<file path="src/rtl/core/tsfu_pkg.sv">
// Shared constants, codes and command/status types of the Taylor-series function unit.
package tsfu_pkg;

    localparam int MAX_TERMS  = 16;
    localparam int FRAC_BITS  = 27;
    localparam int MODE_W     = 4;
    localparam int XW         = 32;
    localparam int OW         = 56;
    localparam int CFG_W      = 5;
    localparam int STAT_W     = 2;
    localparam int TERM_RESET = 8;

    // term magnitude width (cap is all ones)
    localparam int TW  = 62;
    // multiplier operand width: holds |x|, x*x and the small integer factor
    localparam int MW  = (2 * XW - FRAC_BITS + 1 > XW) ? 2 * XW - FRAC_BITS + 1 : XW;
    localparam int PW  = TW + MW;
    localparam int AW  = TW + 2;
    localparam int NW  = $clog2(MAX_TERMS + 1);
    localparam int KW  = $clog2(2 * MAX_TERMS);
    localparam int DW  = $clog2(2 * MAX_TERMS * (2 * MAX_TERMS + 1) + 1);
    localparam int MCW = $clog2(MW);
    localparam int DCW = $clog2(TW);

    localparam logic [TW-1:0] TERM_CAP  = '1;
    localparam logic [TW-1:0] ONE_T     = TW'(1) << FRAC_BITS;
    localparam logic [AW-1:0] OUT_MAX_U = (AW'(1) << (OW - 1)) - AW'(1);
    localparam logic [AW-1:0] OUT_MIN_U = ~OUT_MAX_U;

    typedef enum logic [MODE_W-1:0] {
        MODE_EXP   = 4'd0,
        MODE_LN1P  = 4'd1,
        MODE_SIN   = 4'd2,
        MODE_COS   = 4'd3,
        MODE_ASIN  = 4'd4,
        MODE_ATAN  = 4'd5,
        MODE_COSH  = 4'd6,
        MODE_SINH  = 4'd7,
        MODE_ASINH = 4'd8
    } t_mode;

    typedef enum logic [STAT_W-1:0] {
        ST_OK    = 2'd0,
        ST_RANGE = 2'd1,
        ST_SAT   = 2'd2,
        ST_MODE  = 2'd3
    } t_status;

    // multiplier operand selection
    typedef enum logic [1:0] {
        MS_XX  = 2'd0,
        MS_TX  = 2'd1,
        MS_TX2 = 2'd2,
        MS_TK  = 2'd3
    } t_msel;

    typedef struct packed {
        logic            load;
        logic            mul_go;
        t_msel           msel;
        logic [KW-1:0]   k;
        logic            div_go;
        logic            div_to_term;
        logic [DW-1:0]   divisor;
        logic            t_init;
        logic            t_one;
        logic            acc;
        logic            acc_term;
        logic            acc_flip;
        logic            t_negate;
    } t_cmd;

    typedef struct packed {
        logic mul_done;
        logic div_done;
        logic x_big;
        logic sat;
    } t_dp_stat;

endpackage

</file>
<file path="src/rtl/core/tsfu_if.sv">
// Valid/ready channel interfaces for the input and result items.
interface tsfu_in_if;
    logic                                valid;
    logic                                ready;
    logic [tsfu_pkg::MODE_W-1:0]         mode;
    logic signed [tsfu_pkg::XW-1:0]      x_value;

    modport source (output valid, output mode, output x_value, input ready);
    modport sink   (input valid, input mode, input x_value, output ready);
endinterface

interface tsfu_out_if;
    logic                                valid;
    logic                                ready;
    logic signed [tsfu_pkg::OW-1:0]      approx;
    logic [tsfu_pkg::STAT_W-1:0]         status;

    modport source (output valid, output approx, output status, input ready);
    modport sink   (input valid, input approx, input status, output ready);
endinterface

</file>
<file path="src/rtl/core/tsfu_datapath.sv">
// Datapath: argument and term registers, shift-add multiplier, restoring divider, saturating sum.
module tsfu_datapath (
    input  logic                            i_clk,
    input  logic                            i_rst_n,
    input  tsfu_pkg::t_cmd                  i_cmd,
    input  logic signed [tsfu_pkg::XW-1:0]  i_x,
    output tsfu_pkg::t_dp_stat              o_stat,
    output logic signed [tsfu_pkg::OW-1:0]  o_sum
);

    logic                           r_x_neg;
    logic [tsfu_pkg::XW-1:0]        r_x_mag;
    logic [tsfu_pkg::MW-1:0]        r_x2;
    logic                           r_t_neg;
    logic [tsfu_pkg::TW-1:0]        r_t_mag;
    logic                           r_term_neg;
    logic [tsfu_pkg::TW-1:0]        r_term_mag;
    logic signed [tsfu_pkg::OW-1:0] r_sum;
    logic                           r_sat;

    // multiplier
    logic                           r_mbusy;
    logic [tsfu_pkg::MCW-1:0]       r_mcnt;
    logic [tsfu_pkg::PW-1:0]        r_ma;
    logic [tsfu_pkg::MW-1:0]        r_mb;
    logic [tsfu_pkg::PW-1:0]        r_mp;
    logic                           r_mint;
    logic                           r_mneg;
    logic                           r_mdst_x2;

    // divider
    logic                           r_dbusy;
    logic [tsfu_pkg::DCW-1:0]       r_dcnt;
    logic [tsfu_pkg::TW-1:0]        r_dq;
    logic [tsfu_pkg::DW-1:0]        r_drem;
    logic [tsfu_pkg::DW-1:0]        r_dd;
    logic                           r_dto_term;

    logic [tsfu_pkg::TW-1:0]        mul_a;
    logic [tsfu_pkg::MW-1:0]        mul_b;
    logic [tsfu_pkg::PW-1:0]        m_add;
    logic [tsfu_pkg::PW-1:0]        m_q;
    logic                           m_last;
    logic                           m_over;
    logic [tsfu_pkg::TW-1:0]        m_res;

    logic [tsfu_pkg::DW:0]          d_sh;
    logic                           d_ge;
    logic [tsfu_pkg::DW:0]          d_sub;
    logic [tsfu_pkg::DW-1:0]        d_rem_nx;
    logic [tsfu_pkg::TW-1:0]        d_q_nx;
    logic                           d_last;

    logic [tsfu_pkg::XW-1:0]        x_mag_in;
    logic                           a_neg;
    logic [tsfu_pkg::TW-1:0]        a_mag;
    logic [tsfu_pkg::AW-1:0]        a_ext;
    logic [tsfu_pkg::AW-1:0]        a_val;
    logic [tsfu_pkg::AW-1:0]        a_sum;
    logic [tsfu_pkg::AW-1:0]        a_s;
    logic                           a_hi;
    logic                           a_lo;

    always_comb begin
        case (i_cmd.msel)
            tsfu_pkg::MS_XX: begin
                mul_a = tsfu_pkg::TW'(r_x_mag);
                mul_b = tsfu_pkg::MW'(r_x_mag);
            end
            tsfu_pkg::MS_TX: begin
                mul_a = r_t_mag;
                mul_b = tsfu_pkg::MW'(r_x_mag);
            end
            tsfu_pkg::MS_TX2: begin
                mul_a = r_t_mag;
                mul_b = r_x2;
            end
            default: begin
                mul_a = r_t_mag;
                mul_b = tsfu_pkg::MW'(i_cmd.k);
            end
        endcase
    end

    // last shift-add step folds into the scaling and the cap check
    assign m_add  = r_mb[0] ? r_mp + r_ma : r_mp;
    assign m_last = (r_mcnt == tsfu_pkg::MCW'(tsfu_pkg::MW - 1));
    assign m_q    = r_mint ? m_add : (m_add >> tsfu_pkg::FRAC_BITS);
    assign m_over = |m_q[tsfu_pkg::PW-1:tsfu_pkg::TW];
    assign m_res  = m_over ? tsfu_pkg::TERM_CAP : m_q[tsfu_pkg::TW-1:0];

    assign d_sh     = {r_drem, r_dq[tsfu_pkg::TW-1]};
    assign d_ge     = (d_sh >= {1'b0, r_dd});
    assign d_sub    = d_sh - {1'b0, r_dd};
    assign d_rem_nx = d_ge ? d_sub[tsfu_pkg::DW-1:0] : d_sh[tsfu_pkg::DW-1:0];
    assign d_q_nx   = {r_dq[tsfu_pkg::TW-2:0], d_ge};
    assign d_last   = (r_dcnt == tsfu_pkg::DCW'(tsfu_pkg::TW - 1));

    assign x_mag_in = i_x[tsfu_pkg::XW-1] ? (~i_x + 1'b1) : i_x;

    assign a_neg = (i_cmd.acc_term ? r_term_neg : r_t_neg) ^ i_cmd.acc_flip;
    assign a_mag = i_cmd.acc_term ? r_term_mag : r_t_mag;
    assign a_ext = {2'b00, a_mag};
    assign a_val = a_neg ? (~a_ext + 1'b1) : a_ext;
    assign a_sum = {{(tsfu_pkg::AW - tsfu_pkg::OW){r_sum[tsfu_pkg::OW-1]}}, r_sum} + a_val;
    assign a_hi  = $signed(a_sum) > $signed(tsfu_pkg::OUT_MAX_U);
    assign a_lo  = $signed(a_sum) < $signed(tsfu_pkg::OUT_MIN_U);
    assign a_s   = a_hi ? tsfu_pkg::OUT_MAX_U : (a_lo ? tsfu_pkg::OUT_MIN_U : a_sum);

    always_ff @(posedge i_clk) begin
        if (!i_rst_n) begin
            r_mbusy <= 1'b0;
            r_mcnt  <= '0;
            r_dbusy <= 1'b0;
            r_dcnt  <= '0;
            r_sat   <= 1'b0;
        end else begin
            if (i_cmd.mul_go) begin
                r_mbusy <= 1'b1;
                r_mcnt  <= '0;
            end else if (r_mbusy) begin
                r_mcnt <= r_mcnt + 1'b1;
                if (m_last) begin
                    r_mbusy <= 1'b0;
                end
            end
            if (i_cmd.div_go) begin
                r_dbusy <= 1'b1;
                r_dcnt  <= '0;
            end else if (r_dbusy) begin
                r_dcnt <= r_dcnt + 1'b1;
                if (d_last) begin
                    r_dbusy <= 1'b0;
                end
            end
            if (i_cmd.load) begin
                r_sat <= 1'b0;
            end else if ((r_mbusy && m_last && m_over) || (i_cmd.acc && (a_hi || a_lo))) begin
                r_sat <= 1'b1;
            end
        end
    end

    always_ff @(posedge i_clk) begin
        if (i_cmd.load) begin
            r_x_neg <= i_x[tsfu_pkg::XW-1];
            r_x_mag <= x_mag_in;
            r_sum   <= '0;
        end
        if (i_cmd.mul_go) begin
            r_ma      <= tsfu_pkg::PW'(mul_a);
            r_mb      <= mul_b;
            r_mp      <= '0;
            r_mint    <= (i_cmd.msel == tsfu_pkg::MS_TK);
            r_mneg    <= r_t_neg ^ ((i_cmd.msel == tsfu_pkg::MS_TX) && r_x_neg);
            r_mdst_x2 <= (i_cmd.msel == tsfu_pkg::MS_XX);
        end else if (r_mbusy) begin
            r_mp <= m_add;
            r_ma <= r_ma << 1;
            r_mb <= r_mb >> 1;
            if (m_last) begin
                if (r_mdst_x2) begin
                    r_x2 <= m_res[tsfu_pkg::MW-1:0];
                end else begin
                    r_t_neg <= r_mneg;
                    r_t_mag <= m_res;
                end
            end
        end
        if (i_cmd.div_go) begin
            r_dq       <= r_t_mag;
            r_drem     <= '0;
            r_dd       <= i_cmd.divisor;
            r_dto_term <= i_cmd.div_to_term;
        end else if (r_dbusy) begin
            r_dq   <= d_q_nx;
            r_drem <= d_rem_nx;
            if (d_last) begin
                if (r_dto_term) begin
                    r_term_neg <= r_t_neg;
                    r_term_mag <= d_q_nx;
                end else begin
                    r_t_mag <= d_q_nx;
                end
            end
        end
        if (i_cmd.t_init) begin
            r_t_neg <= i_cmd.t_one ? 1'b0 : r_x_neg;
            r_t_mag <= i_cmd.t_one ? tsfu_pkg::ONE_T : tsfu_pkg::TW'(r_x_mag);
        end
        if (i_cmd.acc) begin
            r_sum <= a_s[tsfu_pkg::OW-1:0];
            if (i_cmd.t_negate) begin
                r_t_neg <= ~r_t_neg;
            end
        end
    end

    assign o_stat.mul_done = r_mbusy && m_last;
    assign o_stat.div_done = r_dbusy && d_last;
    assign o_stat.x_big    = tsfu_pkg::TW'(r_x_mag) > tsfu_pkg::ONE_T;
    assign o_stat.sat      = r_sat;
    assign o_sum           = r_sum;

endmodule

</file>
<file path="src/rtl/core/tsfu_ctrl.sv">
// Controller: term_count register and the sequencer that steps the series through the datapath.
module tsfu_ctrl (
    input  logic                              i_clk,
    input  logic                              i_rst_n,
    input  logic                              i_in_valid,
    output logic                              o_in_ready,
    input  logic [tsfu_pkg::MODE_W-1:0]       i_mode,
    input  logic                              i_cfg_we,
    input  logic [tsfu_pkg::CFG_W-1:0]        i_cfg_wdata,
    input  tsfu_pkg::t_dp_stat                i_stat,
    input  logic                              i_out_free,
    output tsfu_pkg::t_cmd                    o_cmd,
    output logic                              o_out_wr,
    output tsfu_pkg::t_status                 o_out_code
);

    typedef enum logic [8:0] {
        S_IDLE    = 9'b000000001,
        S_CHECK   = 9'b000000010,
        S_X2      = 9'b000000100,
        S_INIT    = 9'b000001000,
        S_MUL     = 9'b000010000,
        S_MULI    = 9'b000100000,
        S_DIVT    = 9'b001000000,
        S_DIVTERM = 9'b010000000,
        S_DONE    = 9'b100000000
    } t_state;

    // S_ACC folded: one more code would be needed, so it is a separate phase register below
    typedef enum logic [1:0] {
        P_RUN = 2'b01,
        P_ACC = 2'b10
    } t_phase;

    t_state                      r_state, n_state;
    t_phase                      r_phase, n_phase;
    logic                        r_started, n_started;
    logic [tsfu_pkg::NW-1:0]     r_n, n_n;
    logic [tsfu_pkg::MODE_W-1:0] r_mode, n_mode;
    tsfu_pkg::t_status           r_code, n_code;
    logic [tsfu_pkg::CFG_W-1:0]  r_tc;

    logic [tsfu_pkg::NW-1:0]     m_eff;
    logic                        is_exp, is_ln1p, is_sin, is_cos, is_asin;
    logic                        is_atan, is_cosh, is_sinh, is_asinh;
    logic                        asin_fam, has_divt, has_divterm, use_x, init_one, restricted;
    logic [tsfu_pkg::DW-1:0]     n_ext, two_n, div_t, div_term;
    t_state                      after_mul, after_divt;

    always_comb begin
        if (r_tc == '0) begin
            m_eff = tsfu_pkg::NW'(1);
        end else if (int'(r_tc) > tsfu_pkg::MAX_TERMS) begin
            m_eff = tsfu_pkg::NW'(tsfu_pkg::MAX_TERMS);
        end else begin
            m_eff = tsfu_pkg::NW'(r_tc);
        end
    end

    assign is_exp   = (r_mode == tsfu_pkg::MODE_EXP);
    assign is_ln1p  = (r_mode == tsfu_pkg::MODE_LN1P);
    assign is_sin   = (r_mode == tsfu_pkg::MODE_SIN);
    assign is_cos   = (r_mode == tsfu_pkg::MODE_COS);
    assign is_asin  = (r_mode == tsfu_pkg::MODE_ASIN);
    assign is_atan  = (r_mode == tsfu_pkg::MODE_ATAN);
    assign is_cosh  = (r_mode == tsfu_pkg::MODE_COSH);
    assign is_sinh  = (r_mode == tsfu_pkg::MODE_SINH);
    assign is_asinh = (r_mode == tsfu_pkg::MODE_ASINH);

    assign asin_fam    = is_asin || is_asinh;
    assign has_divt    = is_exp || is_sin || is_cos || is_cosh || is_sinh || asin_fam;
    assign has_divterm = is_ln1p || is_atan || asin_fam;
    assign use_x       = is_exp || is_ln1p;
    assign init_one    = is_exp || is_cos || is_cosh;
    assign restricted  = is_ln1p || asin_fam || is_atan;

    assign n_ext = tsfu_pkg::DW'(r_n);
    assign two_n = n_ext << 1;

    always_comb begin
        if (is_exp) begin
            div_t = n_ext;
        end else if (is_sin || is_sinh) begin
            div_t = two_n * (two_n + 1'b1);
        end else if (is_cos || is_cosh) begin
            div_t = (two_n - 1'b1) * two_n;
        end else begin
            div_t = two_n;
        end
        div_term = is_ln1p ? n_ext : two_n + 1'b1;
    end

    assign after_mul  = asin_fam ? S_MULI : (has_divt ? S_DIVT :
                        (has_divterm ? S_DIVTERM : S_IDLE));
    assign after_divt = has_divterm ? S_DIVTERM : S_IDLE;

    always_comb begin
        n_state    = r_state;
        n_phase    = r_phase;
        n_started  = r_started;
        n_n        = r_n;
        n_mode     = r_mode;
        n_code     = r_code;
        o_cmd      = '0;
        o_in_ready = 1'b0;
        o_out_wr   = 1'b0;

        if (r_phase == P_ACC) begin
            // add t or the divided term into the sum, then advance n or finish after the last term
            o_cmd.acc = 1'b1;
            n_phase   = P_RUN;
            n_started = 1'b0;
            if (r_n == '0) begin
                n_n     = tsfu_pkg::NW'(1);
                n_state = S_MUL;
            end else begin
                o_cmd.acc_term = has_divterm;
                o_cmd.t_negate = is_sin || is_cos;
                o_cmd.acc_flip = is_sin || is_cos || (is_ln1p && !r_n[0]) ||
                                 ((is_atan || is_asinh) && r_n[0]);
                if (r_n == m_eff) begin
                    n_state = S_DONE;
                end else begin
                    n_n     = r_n + 1'b1;
                    n_state = S_MUL;
                end
            end
        end else begin
            case (r_state)
                S_IDLE: begin
                    o_in_ready = 1'b1;
                    if (i_in_valid) begin
                        o_cmd.load = 1'b1;
                        n_mode     = i_mode;
                        n_state    = S_CHECK;
                    end
                end
                S_CHECK: begin
                    n_started = 1'b0;
                    if (r_mode > tsfu_pkg::MODE_ASINH) begin
                        n_code  = tsfu_pkg::ST_MODE;
                        n_state = S_DONE;
                    end else if (restricted && i_stat.x_big) begin
                        n_code  = tsfu_pkg::ST_RANGE;
                        n_state = S_DONE;
                    end else begin
                        n_code  = tsfu_pkg::ST_OK;
                        n_state = S_X2;
                    end
                end
                S_X2: begin
                    if (!r_started) begin
                        o_cmd.mul_go = 1'b1;
                        o_cmd.msel   = tsfu_pkg::MS_XX;
                        n_started    = 1'b1;
                    end else if (i_stat.mul_done) begin
                        n_started = 1'b0;
                        n_state   = S_INIT;
                    end
                end
                S_INIT: begin
                    o_cmd.t_init = 1'b1;
                    o_cmd.t_one  = init_one;
                    if (is_ln1p) begin
                        // ln1p starts at n = 1 with t = x and no multiply
                        n_n     = tsfu_pkg::NW'(1);
                        n_state = S_DIVTERM;
                    end else begin
                        n_n     = '0;
                        n_phase = P_ACC;
                    end
                end
                S_MUL: begin
                    if (is_ln1p && r_n == tsfu_pkg::NW'(1)) begin
                        n_state = S_DIVTERM;
                    end else if (!r_started) begin
                        o_cmd.mul_go = 1'b1;
                        o_cmd.msel   = use_x ? tsfu_pkg::MS_TX : tsfu_pkg::MS_TX2;
                        n_started    = 1'b1;
                    end else if (i_stat.mul_done) begin
                        n_started = 1'b0;
                        if (after_mul == S_IDLE) begin
                            n_phase = P_ACC;
                        end else begin
                            n_state = after_mul;
                        end
                    end
                end
                S_MULI: begin
                    if (!r_started) begin
                        o_cmd.mul_go = 1'b1;
                        o_cmd.msel   = tsfu_pkg::MS_TK;
                        o_cmd.k      = tsfu_pkg::KW'(two_n - 1'b1);
                        n_started    = 1'b1;
                    end else if (i_stat.mul_done) begin
                        n_started = 1'b0;
                        n_state   = S_DIVT;
                    end
                end
                S_DIVT: begin
                    if (!r_started) begin
                        o_cmd.div_go  = 1'b1;
                        o_cmd.divisor = div_t;
                        n_started     = 1'b1;
                    end else if (i_stat.div_done) begin
                        n_started = 1'b0;
                        if (after_divt == S_IDLE) begin
                            n_phase = P_ACC;
                        end else begin
                            n_state = after_divt;
                        end
                    end
                end
                S_DIVTERM: begin
                    if (!r_started) begin
                        o_cmd.div_go      = 1'b1;
                        o_cmd.div_to_term = 1'b1;
                        o_cmd.divisor     = div_term;
                        n_started         = 1'b1;
                    end else if (i_stat.div_done) begin
                        n_started = 1'b0;
                        n_phase   = P_ACC;
                    end
                end
                S_DONE: begin
                    if (i_out_free) begin
                        o_out_wr = 1'b1;
                        n_state  = S_IDLE;
                    end
                end
                default: begin
                    n_state = S_IDLE;
                end
            endcase
        end
    end

    assign o_out_code = r_code;

    always_ff @(posedge i_clk) begin
        if (!i_rst_n) begin
            r_state   <= S_IDLE;
            r_phase   <= P_RUN;
            r_started <= 1'b0;
            r_tc      <= tsfu_pkg::CFG_W'(tsfu_pkg::TERM_RESET);
        end else begin
            r_state   <= n_state;
            r_phase   <= n_phase;
            r_started <= n_started;
            if (i_cfg_we) begin
                r_tc <= i_cfg_wdata;
            end
        end
    end

    always_ff @(posedge i_clk) begin
        r_n    <= n_n;
        r_mode <= n_mode;
        r_code <= n_code;
    end

endmodule

</file>
<file path="src/rtl/core/taylor_series_function_unit.sv">
// Top level of the Taylor-series function unit: controller, datapath and result register.
//
//  channel   dir  handshake      payload
//  i_in      in   valid/ready    mode[3:0], x_value[31:0] signed Q4.27
//  o_out     out  valid/ready    approx[55:0] signed Q28.27, status[1:0]
//  cfg       in   i_cfg_we       i_cfg_wdata[4:0] = term_count
//
// One item at a time. Setup runs the mode and range check, then x*x on the shift-add
// multiplier; each term then runs its multiply, its divides on the restoring
// divider and an add, and asin/asinh add an integer multiply to each term.
// Invalid modes and out-of-range arguments finish without running the series.
// Reset is synchronous and active low; term_count returns to 8.
// A finished result waits in the output register while the next item is taken;
// a sequencer holds only in its final state while that register is full and not read.
module taylor_series_function_unit (
    input  logic                             i_clk,
    input  logic                             i_rst_n,
    tsfu_in_if.sink                          i_in,
    tsfu_out_if.source                       o_out,
    input  logic                             i_cfg_we,
    input  logic [tsfu_pkg::CFG_W-1:0]       i_cfg_wdata
);

    tsfu_pkg::t_cmd                 cmd;
    tsfu_pkg::t_dp_stat             stat;
    tsfu_pkg::t_status              out_code;
    logic signed [tsfu_pkg::OW-1:0] sum;
    logic                           in_ready;
    logic                           out_wr;
    logic                           out_free;

    logic                           r_out_valid;
    logic signed [tsfu_pkg::OW-1:0] r_approx;
    logic [tsfu_pkg::STAT_W-1:0]    r_status;

    assign out_free = !r_out_valid || o_out.ready;

    tsfu_ctrl u_ctrl (
        .i_clk       (i_clk),
        .i_rst_n     (i_rst_n),
        .i_in_valid  (i_in.valid),
        .o_in_ready  (in_ready),
        .i_mode      (i_in.mode),
        .i_cfg_we    (i_cfg_we),
        .i_cfg_wdata (i_cfg_wdata),
        .i_stat      (stat),
        .i_out_free  (out_free),
        .o_cmd       (cmd),
        .o_out_wr    (out_wr),
        .o_out_code  (out_code)
    );

    tsfu_datapath u_datapath (
        .i_clk   (i_clk),
        .i_rst_n (i_rst_n),
        .i_cmd   (cmd),
        .i_x     (i_in.x_value),
        .o_stat  (stat),
        .o_sum   (sum)
    );

    always_ff @(posedge i_clk) begin
        if (!i_rst_n) begin
            r_out_valid <= 1'b0;
        end else if (out_wr) begin
            r_out_valid <= 1'b1;
        end else if (o_out.ready) begin
            r_out_valid <= 1'b0;
        end
    end

    always_ff @(posedge i_clk) begin
        if (out_wr) begin
            if (out_code == tsfu_pkg::ST_OK) begin
                r_approx <= sum;
                r_status <= stat.sat ? tsfu_pkg::ST_SAT : tsfu_pkg::ST_OK;
            end else begin
                r_approx <= '0;
                r_status <= out_code;
            end
        end
    end

    assign i_in.ready   = in_ready;
    assign o_out.valid  = r_out_valid;
    assign o_out.approx = r_approx;
    assign o_out.status = r_status;

endmodule
</file>
<file path="src/flat_wrapper.sv">
// flat-port wrapper written by rule: the top's interface ports become plain ports
module taylor_series_function_unit_flat 
  (i_clk, i_rst_n, i_cfg_we, i_cfg_wdata, i_in_valid, i_in_mode, i_in_x_value, i_in_ready, o_out_valid, o_out_approx, o_out_status, o_out_ready);
  tsfu_in_if i_in_i ();
  tsfu_out_if o_out_i ();
  input  logic i_clk;
  input  logic i_rst_n;
  input  logic i_cfg_we;
  input  logic [tsfu_pkg::CFG_W-1:0] i_cfg_wdata;
  input wire logic [$bits(i_in_i.valid)-1:0] i_in_valid;
  input wire logic [$bits(i_in_i.mode)-1:0] i_in_mode;
  input wire logic [$bits(i_in_i.x_value)-1:0] i_in_x_value;
  output wire logic [$bits(i_in_i.ready)-1:0] i_in_ready;
  output wire logic [$bits(o_out_i.valid)-1:0] o_out_valid;
  output wire logic [$bits(o_out_i.approx)-1:0] o_out_approx;
  output wire logic [$bits(o_out_i.status)-1:0] o_out_status;
  input wire logic [$bits(o_out_i.ready)-1:0] o_out_ready;
  assign i_in_i.valid = i_in_valid;
  assign i_in_i.mode = i_in_mode;
  assign i_in_i.x_value = i_in_x_value;
  assign i_in_ready = i_in_i.ready;
  assign o_out_valid = o_out_i.valid;
  assign o_out_approx = o_out_i.approx;
  assign o_out_status = o_out_i.status;
  assign o_out_i.ready = o_out_ready;
  taylor_series_function_unit u_core (.i_clk(i_clk), .i_rst_n(i_rst_n), .i_in(i_in_i), .o_out(o_out_i), .i_cfg_we(i_cfg_we), .i_cfg_wdata(i_cfg_wdata));
endmodule
</file>
<file path="config.mk">
export PLATFORM = sky130hd
export DESIGN_NAME = taylor_series_function_unit_flat
export DESIGN_NICKNAME = d
export VERILOG_FILES = /design/src/rtl/core/tsfu_pkg.sv /design/src/rtl/core/tsfu_if.sv /design/src/rtl/core/tsfu_datapath.sv /design/src/rtl/core/tsfu_ctrl.sv /design/src/rtl/core/taylor_series_function_unit.sv /design/src/flat_wrapper.sv
export SDC_FILE = /design/constraint.sdc
export NUM_CORES = 2
export LEC_CHECK = 0
export BUFFER_PORTS_ARGS = -buffer_cell sky130_fd_sc_hd__buf_2
export CAP_MARGIN = 20
export CORE_MARGIN = 8
export CORE_UTILIZATION = 37
export DETAILED_ROUTE_END_ITERATION = 16
export PLACE_DENSITY = 0.52
export SYNTH_ARGS = -nofsm -noshare
export SYNTH_HDL_FRONTEND = slang
export SYNTH_SLANG_ARGS = --single-unit
</file>
<file path="constraint.sdc">
create_clock -name i_clk -period 16.3 [get_ports i_clk]
set_input_delay 2.445 -clock i_clk [delete_from_list [all_inputs] [get_ports i_clk]]
set_output_delay 2.445 -clock i_clk [all_outputs]
set_load 0.05 [all_outputs]
</file>
== Yosys cells after proc, flatten, opt, wreduce, memory -nomap -nowiden ==
Cells that the tools add are included.

* Bits of input ports: 46
* Word-level logic and storage cells: 301
* Flip-flop bits (word level): 681

* Magnitude comparators: 6
* Reduce and logical (&&, ||, !) cells: 62
* Multipliers: 2
* Eq/ne operators: 52
* Bitwise operators: 10
* Mux-type cells: 124
* $add $sub $neg: 10

{| class="wikitable"
|+ Operator list
! kind !! count
|-
| 62-bit 2-to-1 mux || 16
|-
| 56-bit 2-to-1 mux || 4
|-
| 100-bit 2-to-1 mux || 2
|-
| 9-bit 2-to-1 mux || 21
|-
| 100-bit adder || 1
|-
| 9-bit one-hot mux with 9 select lines || 1
|-
| 38-bit 2-to-1 mux || 2
|-
| 38-bit one-hot mux with 2 select lines || 1
|-
| 64-bit by 1-bit adder with 64-bit output, second input constant || 1
|-
| 64-bit adder || 1
|-
| 64-bit by 56-bit greater-than comparator with 1-bit output, second input constant || 1
|-
| 64-bit by 56-bit less-than comparator with 1-bit output, second input constant || 1
|-
| 64-bit 2-to-1 mux || 1
|-
| 62-bit NOT with 64-bit output || 1
|-
| 11-bit 2-to-1 mux || 5
|-
| 38-bit OR reduction || 1
|-
| 5-bit 2-to-1 mux || 7
|-
| 1-bit 2-to-1 mux || 33
|-
| 32-bit by 1-bit adder with 32-bit output, second input constant || 1
|-
| 32-bit by 28-bit greater-than comparator with 1-bit output, second input constant || 1
|-
| 32-bit 2-to-1 mux || 1
|-
| 32-bit NOT || 1
|-
| 31-bit 2-to-1 mux || 1
|-
| 2-bit 2-to-1 mux || 14
|-
| 62 further kinds || 147
|}

== Depth between registers and ports, before layout ==
* Depth after elaboration: 15
* Depth in mapped cells: 41

== By module ==
Synthesis repeated with hierarchy kept, for this count alone.

* Cell total of the unflattened synthesis: 5193
* Area, all modules: 46509.6 µm²

{| class="wikitable"
|+ Modules (own cells, without submodules)
! module !! sequential area each (µm²) !! cells each !! area each (µm²) !! times used
|-
| tsfu_datapath || 15564.9 || 4601 || 40438.8 || 1
|-
| tsfu_ctrl || 670.6 || 464 || 3860.0 || 1
|-
| taylor_series_function_unit || 1761.7 || 128 || 2210.9 || 1
|}

== Worst setup path after synthesis ==
Ideal clock, no wire load.

* Path type: reg2reg
* Start: register u_core.u_ctrl.r_n[0] (netlist name)
* End: register u_core.u_datapath.r_sum, in the netlist u_core.u_datapath.o_sum[45], data pin
* Data required time: 16.034 ns
* Slack: 7.180 ns
* Arrival time: 8.854 ns
* Stages on the path, launching flop included: 37
* Path buffers: 10
* Path through: edfxtp_1 > clkbuf_1 > clkinv_1 > ha_1 > or4b_4 > o2111a_1 > buf_6 > clkbuf_1 > clkbuf_1 > clkbuf_1 > buf_1 > buf_1 > mux2i_1 > ha_1 > nand3_1 > or4_4 > or3_4 > or3_4 > nor2_4 > o21ai_2 > or3b_4 > o21ai_1 > xor2_1 > ha_1 > clkbuf_1 > a21oi_1 > o21ai_0 > a221o_1 > a21oi_1 > o21ai_0 > xor2_1 > or4_1 > o31a_1 > buf_2 > buf_1 > a21oi_1 > nor2_1

* Longest elaborated chain between the ends: 13

{| class="wikitable"
|+ Ends and longest elaborated chain
! element !! line !! RTL
|-
| start, declared || tsfu_ctrl.sv:38 || <nowiki>logic [tsfu_pkg::NW-1:0] r_n, n_n;</nowiki>
|-
| start signal, assigned || tsfu_ctrl.sv:257 || <nowiki>r_n <= n_n;</nowiki>
|-
| 1-bit zero test || tsfu_ctrl.sv:119 || <nowiki>o_cmd.acc_flip = is_sin || is_cos || (is_ln1p && !r_n[0]) ||</nowiki>
|-
| 1-bit logical AND || tsfu_ctrl.sv:119 ||
|-
| 1-bit logical OR (2 in a row) || tsfu_ctrl.sv:119 ||
|-
| 3-bit 2-to-1 mux (*) || tsfu_ctrl.sv:113 || <nowiki>if (r_n == '0) begin</nowiki>
|-
| 4-bit 2-to-1 mux (*) || tsfu_ctrl.sv:108 || <nowiki>if (r_phase == P_ACC) begin</nowiki>
|-
| parallel branches: the longest is 1 deep, another holds 64-bit by 1-bit adder with 64-bit output || -- ||
|-
| 64-bit 2-to-1 mux (*) || tsfu_datapath.sv:104 || <nowiki>assign a_val = a_neg ? (~a_ext + 1'b1) : a_ext;</nowiki>
|-
| 64-bit adder (*) || tsfu_datapath.sv:105 || <nowiki>assign a_sum = {{(tsfu_pkg::AW - tsfu_pkg::OW){r_sum[tsfu_pkg::OW-1]}}, r_sum} + a_val;</nowiki>
|-
| 64-bit by 56-bit less-than comparator with 1-bit output || tsfu_datapath.sv:107 || <nowiki>assign a_lo = $signed(a_sum) < $signed(tsfu_pkg::OUT_MIN_U);</nowiki>
|-
| 56-bit 2-to-1 mux || tsfu_datapath.sv:108 || <nowiki>assign a_s = a_hi ? tsfu_pkg::OUT_MAX_U : (a_lo ? tsfu_pkg::OUT_MIN_U : a_sum);</nowiki>
|-
| 56-bit 2-to-1 mux (*) || tsfu_datapath.sv:108 ||
|-
| 56-bit 2-to-1 mux (*) || tsfu_datapath.sv:191 || <nowiki>if (i_cmd.acc) begin</nowiki>
|-
| end signal, assigned || tsfu_datapath.sv:192 || <nowiki>r_sum <= a_s[tsfu_pkg::OW-1:0];</nowiki>
|-
| end, declared || tsfu_datapath.sv:18 || <nowiki>logic signed [tsfu_pkg::OW-1:0] r_sum;</nowiki>
|}

Every way passes the cells marked *.
A chain may end at the register's enable or synchronous reset.

== Worst setup path after layout ==
* Start: register u_core.u_ctrl.r_n[0] (netlist name)
* End: register u_core.u_datapath.r_sum, in the netlist u_core.u_datapath.o_sum[2], data pin

The elaborated chain is that of the path after synthesis.

==> metrics.cfg <==
[cts]
cts_max_level = 3
cts_setup_buffers = 0
clk_pin_slew_ns = 0.06
post_cts_resized = 0
cts_tree = built
clock_latency_ns = 0.69
clock-sinks = 681
clockBufferDepth = 3
cts_root_buf = clkbuf_16
numCtsBuffers = 84
cts_hold_buffers = 0

[yosys]
synth_top_flop_cell = edfxtp_1
async_flop_share_pct = 0
ys_top_cells_by_count = nand2_1 (665), nor2_1 (599), a21oi_1 (471)
avgSynthCellArea_um2 = 8.77
synth_cells = 5160
synth_area_um2 = 45300
synth_edf_count = 436
ys_warn_count = 0
ys_seq_area_share_pct = 39.8
synth-seq-cells = 681
synth_top_area_share_pct = 28.9
yosys.cell_count.top_type = nand2_1
yosysTopAreaCell = edfxtp_1
yosys.cell_types.count = 90
yosys-top-cells-area = edfxtp_1 (29%), dfxtp_1 (11%), ha_1 (6.2%), nand2_1 (5.5%), a21oi_1 (5.2%)

[global_routing]
grt_use_met3_pct = 2.45
met1_usage_pct = 29.3
grt_first_pass_wirelength_um = 236000
grt_util_met2_pct = 38.0
busiest_layer = met2
grt_max_degree = 83
antenna_found_initial = 7
grt_usage_pct = 22.3
grt_overflow = 0
first_global_vias = 38100

[pwr]
cell_internal_pwr_w = 0.00373
totalPowerFinal_w = 0.00603
p_seq_share_pct = 35.8
switching_share_pct = 38.2
combPwrFrac_pct = 32.8
clkPwrFrac_pct = 31.5
ir_drop_mv = 0.0815
p_switching_w = 0.00230
p_per_area_nw_per_um2 = 121
p_leak_nw = 18.8

[critical_path]
critPathArrivalTime_ns = 9.55
cp-end-kind = flop
r2r-end = u_core.u_datapath.o_sum[2]
crit-reg2reg-launch = u_core.u_ctrl.r_n[0]
crit_path_start_kind = flop
crit_start = u_core.u_ctrl.r_n[0]
slowest_delay_ns = 0.62
regToRegSetupSlack_ns = 7.15
crit_path_max_fanout = 55
cp_slowest_cell = edfxtp_1
crit_end = u_core.u_datapath.o_sum[2]
cp.required_ns = 16.69
r2r_cells = 27
path_class = reg2reg

[place]
dp_cells = 6643
portBuffers = 105
gp_congestion = 0.962
dp_hpwl_um = 120000
dpl_cell_area_um2 = 47200

[floorplan]
die_y_um = 366
row_count = 128
dieArea_um2 = 134000
io_pins = 106
fp.coreArea_um2 = 122000
die_x_um = 366
initial_core_util_pct = 37.2

[sta]
fin_crit_sh_pct = 56.2
fin_tns_setup_ns = 0
hold_viol_final = 0
worst_pin_slew_ns = 1.19
rsz0062_at_grt = false
setup-violations-final = 0
fmax_ghz = 0.109
clock-skew-final_ns = 0.0505
fin_crit_ns = 9.15
relSlewSlack_pct = 19.8
drv_slew = 0

[route]
antenna_left = 0
vias = 38700
drtIter0Drc = 3298
wire_per_inst_um = 22.9
dr.pass1.iters = 6
post-route-drc-count = 0
routed_via_density = 5.69
finalWirelength_um = 156000

[job]
maxCapViolCount = 0

[layout]
nNetsFinal = 5403
final_cells = 6806
design_area_um2 = 50000
syn2layout_area_growth_pct = 10.4
drive_above_1_share_pct = 7.65
multi_input_area_um2 = 25800
fillers = 12300
seq_area_um2 = 18000

[min_path]
hold_class = reg2reg

[run_status]
status = complete, no violations

[power groups by stage]
stage,clock network (W),logic (W),registers [W]
2_1_floorplan,0,0.00129,0.00211
6_report,0.00190,0.00198,0.00216
5_1_grt,0.00201,0.00213,0.00217
3_5_place_dp,0,0.00192,0.00219
4_1_cts,0.00194,0.00193,0.00215
3_3_place_gp,0,0.00193,0.00219
[layout by cell type (no fill, tap or decap), types with 47 or more instances in the layout]
| master | synthesis | final |
|---|---|---|
| nor2_1 | 599 | 595 |
| xor2_1 | 129 | 129 |
| nand4_1 | 114 | 114 |
| inv_1 | 116 | 115 |
| a21oi_1 | 471 | 470 |
| mux2_2 | 47 | 47 |
| or3_1 | 57 | 57 |
| nand2_1 | 665 | 662 |
| xnor2_1 | 143 | 143 |
| clkbuf_16 | 0 | 84 |
| o21ai_0 | 316 | 316 |
| o211ai_1 | 49 | 49 |
| edfxtp_1 | 436 | 436 |
| and2_1 | 82 | 81 |
| a22o_1 | 62 | 62 |
| a211oi_1 | 84 | 84 |
| nor3_1 | 109 | 106 |
| nand3_1 | 62 | 62 |
| dfxtp_1 | 245 | 244 |
| buf_2 | 10 | 106 |
| mux2i_1 | 213 | 213 |
| ha_1 | 225 | 225 |
| a21o_1 | 73 | 73 |
| buf_4 | 3 | 54 |
[sequential cells by signal (all words and copies together) (netlist names), 6 cells and up]
register,count
u_core.u_datapath.r_dd,11
u_core.u_datapath.r_mb,38
u_core.u_datapath.r_ma,100
u_core.u_datapath.r_dq,62
u_core.o_out.approx,56
u_core.u_datapath.r_mcnt,6
u_core.u_datapath.o_sum,56
u_core.u_datapath.r_x2,38
u_core.u_ctrl.r_state,9
u_core.u_datapath.r_mp,100
u_core.u_datapath.r_x_mag,32
u_core.u_datapath.r_t_mag,62
u_core.u_datapath.r_term_mag,62
u_core.u_datapath.r_drem,11
u_core.u_datapath.r_dcnt,6
[critical path: cells and delay by family, from the launching register on]
family | cells | cell delay [ns]
AND/OR/NAND/NOR | 11 | 3.21
AO/OA/AOI/OAI | 8 | 2.70
XOR/XNOR | 2 | 0.23
flip-flops | 1 | 0.62
adder cells (fa/ha/maj) | 3 | 0.97
buffers and inverters | 2 | 0.74
multiplexers | 1 | 0.32
[per-stage QoR]
step	setup slack, ns	util [%]	hold WS (ns)
CTS	7.24	41.1	0.471
finish	7.15	41.1	0.468
global placement	7.48	38.8	0.454
detailed placement	7.28	38.8	0.463
floorplan	7.18	-	0.435
global route	6.49	41.1	0.487
[cells by family (layout without fill, tap and decap cells)]
kind of cell,after synthesis,after routing,synth area share (%)
xor+xnor,273,273,5.32
simple gates,1906,1906,19.2
flops,681,681,39.8
compound gates,1361,1361,18.8
buf+inv,425,437,3.61
other cells,2,11,0.0166
mux,260,260,5.88
fa+ha+maj,252,252,7.41
[area by class of cell]
cell class	count	share of cell area [%]
inverters	119	0.904
flip-flops and latches	681	36.0
multi-input cells	4058	51.5
clock buffers	113	4.60
clock inverters	44	0.951
repair buffers	161	1.90
well taps	1625	4.07
diodes	5	0.0250
[metal layers]
metal	up-vias	wire length (µm)	part of all wire [%]
met5	-	0	0
met4	0	5210	3.3
met3	245	7480	4.8
met2	1072	74700	48
met1	18700	68600	44
li1	18700	-	-
[worst min path at each step]
stage / slack [ns] / depth (start not counted) / end / start
6_report: 0.47 / 2 / u_core.u_ctrl.r_phase[1] / u_core.u_ctrl.r_phase[1]
5_1_grt: 0.49 / 2 / u_core.u_datapath.r_mp[19] / u_core.u_datapath.r_mp[19]
4_1_cts: 0.47 / 2 / u_core.u_ctrl.r_phase[1] / u_core.u_ctrl.r_phase[1]
3_5_place_dp: 0.46 / 2 / u_core.u_ctrl.r_phase[1] / u_core.u_ctrl.r_phase[1]
3_3_place_gp: 0.45 / 1 / u_core.u_ctrl.r_phase[0] / u_core.u_ctrl.r_phase[0]
2_1_floorplan: 0.43 / 2 / u_core.u_ctrl.r_phase[1] / u_core.u_ctrl.r_phase[1]
Power figures use the tool's default switching activity.
